[config.mk]
export PLATFORM = sky130hd
export DESIGN_NAME = sism_ram
export DESIGN_NICKNAME = d
export VERILOG_FILES = /design/src/design/sism_ram.sv
export SDC_FILE = /design/constraint.sdc
export NUM_CORES = 2
export LEC_CHECK = 0
export BUFFER_PORTS_ARGS = -buffer_cell sky130_fd_sc_hd__buf_4
export CAP_MARGIN = 20
export CORE_ASPECT_RATIO = 0.6
export CORE_MARGIN = 10
export CORE_UTILIZATION = 60
export DETAILED_ROUTE_END_ITERATION = 10
export PLACE_DENSITY = 0.76
export SETUP_SLACK_MARGIN = 0.1
export SYNTH_ARGS = -nofsm -noshare
export SYNTH_HDL_FRONTEND = slang
export SYNTH_SLANG_ARGS = --single-unit
[constraint.sdc]
create_clock -name i_clk -period 10.1 [get_ports i_clk]
set_input_delay 2.02 -clock i_clk [delete_from_list [all_inputs] [get_ports i_clk]]
set_output_delay 2.02 -clock i_clk [all_outputs]
set_load 0.02 [all_outputs]
[src/design/sism_ram.sv]
// Generic simple dual-port RAM: one write port, one read port, registered read data.
// No dependencies.
module sism_ram #(
    parameter int WIDTH = 64,
    parameter int DEPTH = 64
) (
    input  logic                     i_clk,
    input  logic                     i_wr_en,
    input  logic [$clog2(DEPTH)-1:0] i_wr_addr,
    input  logic [WIDTH-1:0]         i_wr_data,
    input  logic                     i_rd_en,
    input  logic [$clog2(DEPTH)-1:0] i_rd_addr,
    output logic [WIDTH-1:0]         o_rd_data
);
    logic [WIDTH-1:0] r_mem [DEPTH];
    logic [WIDTH-1:0] r_rd_data;

    always_ff @(posedge i_clk) begin
        if (i_wr_en) begin
            r_mem[i_wr_addr] <= i_wr_data;
        end
        if (i_rd_en) begin
            r_rd_data <= r_mem[i_rd_addr];
        end
    end

    assign o_rd_data = r_rd_data;
endmodule

==> flow_summary_export.csv <==
group,metric,value,unit
pwr,leakage,54.0,nW
timing,relSlewSlack,13.7,%
placement,dp_hpwl,232000,µm
floorplanning,rows,145,
floorplanning,fp.coreArea,260000,µm²
global_routing,grt_pass1_vias,77500,
global_routing,grtUsageTotal,31.3,%
timing,setup-violations-final,0,
critical_path,max_stage_delay,0.98,ns
timing,setup_tns,0,ns
timing,final_hold_viol_count,0,
synth,synth_top_area_share,79.6,%
drt,wl_met3,76600,µm
drt,wl_met2,193000,µm
drt,routedWlPerCell,41.8,µm
placement,port_buffers,142,
timing,rsz0062_at_grt,"no",
critical_path,path_buf_inv,3,
clock_network,postCtsSetupBuffers,0,
floorplanning,ioPinCount,143,
floorplanning,die_area,283000,µm²
clock_network,path_clk_slew,0.07,ns
status,outcome,"completed",
final_layout,fill_cells,15300,
drt,wl,446000,µm
clock_network,ctsHoldBuffers,0,
clock_network,clock-sinks,4160,
final_layout,final_cell_mix,"4160 x edfxtp_1, 1024 x mux4_2, 359 x clkbuf_16",
synth,ys_seq_area_share,79.6,%
timing,drv_slew,0,
final_layout,final_common_cell,"edfxtp_1",
global_routing,grt_max_degree,131,
synth,ys_ff_latch,4160,
global_routing,antenna_found_initial,38,
drt,vias_per_cell,7.49,
final_layout,syn_to_final_growth,11.1,%
synth,synth_nets,6677,
drt,vias,80000,
critical_path,endpoint_kind,"flop",
synth,syn_area,157000,µm²
timing,period_needed,5.32,ns
synth,synth_warnings,0,
drt,drtAntennaViolNets,0,
timing,finalClockSkew,0.0587,ns
pwr,p_per_area,198,nW/µm²
hold_path,hold_class,"flop to flop",
critical_path,required,10.65,ns
critical_path,worstReg2RegStart,"r_mem[62][36]",
flow_run,drv_cap,0,
clock_network,cts_tree,"built",
critical_path,critPathKind,"input pin to flop",
clock_network,numCtsBuffers,355,
clock_network,htree_num_levels,5,
critical_path,start_kind,"input pin",
critical_path,rrSetupSlack,7.63,ns
hold_path,min_to,"o_rd_data[14]",
synth,yosysTopAreaCell,"edfxtp_1",
floorplanning,start_util,60.3,%
drt,top_layer,"met5",
drt,firstDrtPassIters,6,
drt,drc_errors,0,
synth,yosysUniqueCellTypes,32,
final_layout,final_nets,6998,
global_routing,grt_pass1_wl,620000,µm
pwr,irDropWorstVdd,0.182,mV
critical_path,arrival,5.87,ns
clock_network,clockBufferDepth,4,
timing,timing.final.crit_share,52.7,%
hold_path,worstHoldStart,"r_mem[52][14]",
clock_network,cts_resized,0,
placement,place_ws,4.10,ns
floorplanning,die_w,680,µm
critical_path,reg2reg_to,"o_rd_data[36]",
timing,tightest_slew,1.29,ns
global_routing,overflow,0,
critical_path,cp_top_family,"buffers and inverters",
critical_path,reg2regPathDepth,5,
clock_network,worstSkewPairLatency,0.92,ns
placement,place_congestion,0.829,
final_layout,drive_above_1_share,27.3,%
drt,first_iter_violations,14600,
hold_path,min_path_cells,4,
clock_network,root_buffer,"clkbuf_16",
critical_path,cp_slowest_cell,"a211oi_1",
timing,max_freq,188,MHz
timing,setup_ws,4.78,ns
synth,syn_area_per_cell,23.8,µm²
synth,synthCells,6598,
synth,synthTopCellsByArea,"edfxtp_1 80%, mux4_2 15%, mux2i_1 0.86%",
drt,wirelength_met1,160000,µm
critical_path,path_max_fanout,102,
floorplanning,chipHeight,416,µm
critical_path,path_cells,"buf_8 > buf_4 > buf_12 > mux4_2 > mux2i_1 > o22ai_1 > a41oi_1 > a211oi_1",
==> worst max path at each step <==
stage	from	end	slack, ns	cells past startpoint
after global routing	i_rd_addr[0]	o_rd_data[7]	4.72	8
after floorplan	i_wr_addr[3]	r_mem[48][0]	2.64	4
after CTS	i_rd_addr[2]	o_rd_data[29]	5.01	8
final	i_rd_addr[2]	o_rd_data[29]	4.78	8
after global placement	i_rd_addr[0]	o_rd_data[7]	4.07	8
after detailed placement	i_rd_addr[0]	o_rd_data[7]	4.10	8
==> report_power, final <==
part / switching [mW] / internal (mW) / total, mW
sequential: 0.0866 / 19.1 / 19.2
clock: 6.16 / 7.43 / 13.6
combinational: 1.09 / 0.603 / 1.69
==> registers in the layout, summed over array words and instances (netlist names) <==
register,cells
r_mem,4096
o_rd_data,64
==> cell usage after synthesis (all sizes together) <==
cell,instances
edfxtp,4160
mux4,1024
buf,230
a22oi,168
clkbuf,140
mux2i,135
nor2,112
a22o,88
o22ai,83
and3,64
a211oi,63
nand2,58
nand3,45
o221ai,38
or3,29
nor2b,28
or2,28
a41oi,26
a2bb2oi,19
inv,19
a31oi,18
nand2b,11
and2,3
nand3b,2
nand4,2
nor3,2
a31o,1
nand4b,1
or3b,1
==> area by class of cell <==
type,count,area [µm²],area share [%]
Multi-Input combinational cell,2049,30800,17.6
Sequential cell,4160,125000,71.6
Timing Repair Buffer,334,2970,1.70
Tap cell,3454,4320,2.48
Antenna cell,17,42.5,0.0244
Inverter,19,71.3,0.0409
Clock buffer,431,9250,5.31
Clock inverter,213,2020,1.16
==> metal layers <==
| metal | global-route usage, % | vias up |
|---|---|---|
| met5 | 0 | - |
| met4 | 9.83 | 24 |
| met3 | 11.1 | 1035 |
| met2 | 43.8 | 7904 |
| met1 | 46.8 | 41900 |
| li1 | - | 29100 |
==> logic make-up (layout without fill, tap and decap cells) <==
logic type,count (synthesis),after routing,share of synthesized area [%]
DFF,4160,4160,79.6
muxes,1159,1159,15.6
AOI/OAI and AO/OA,504,504,2.47
buffers and inverters,389,997,1.18
and+or+nand+nor,386,386,1.23
other,0,17,0
==> worst register-to-register path: stages (launching register included) <==
cell and delay (ns):
edfxtp_1 0.40, mux4_2 0.48, mux2i_1 0.33, o22ai_1 0.21, a41oi_1 0.59, a211oi_1 0.16
==> stage by stage <==
| step | area [µm²] | cells | utilization, % | hold slack, ns | power [mW] |
|---|---|---|---|---|---|
| floorplan | 157000 | 6598 | - | 0.865 | 20.5 |
| global placement | 163000 | 10000 | 62.6 | 0.888 | 21.2 |
| detailed placement | 163000 | 10000 | 62.6 | 0.909 | 21.3 |
| CTS | 174000 | 10700 | 66.9 | 0.926 | 34.6 |
| global route | 174000 | 10700 | 67.0 | 0.950 | 35.3 |
| finish | 174000 | 10700 | 67.0 | 0.931 | 34.5 |
(Power assumes the default switching activity.)
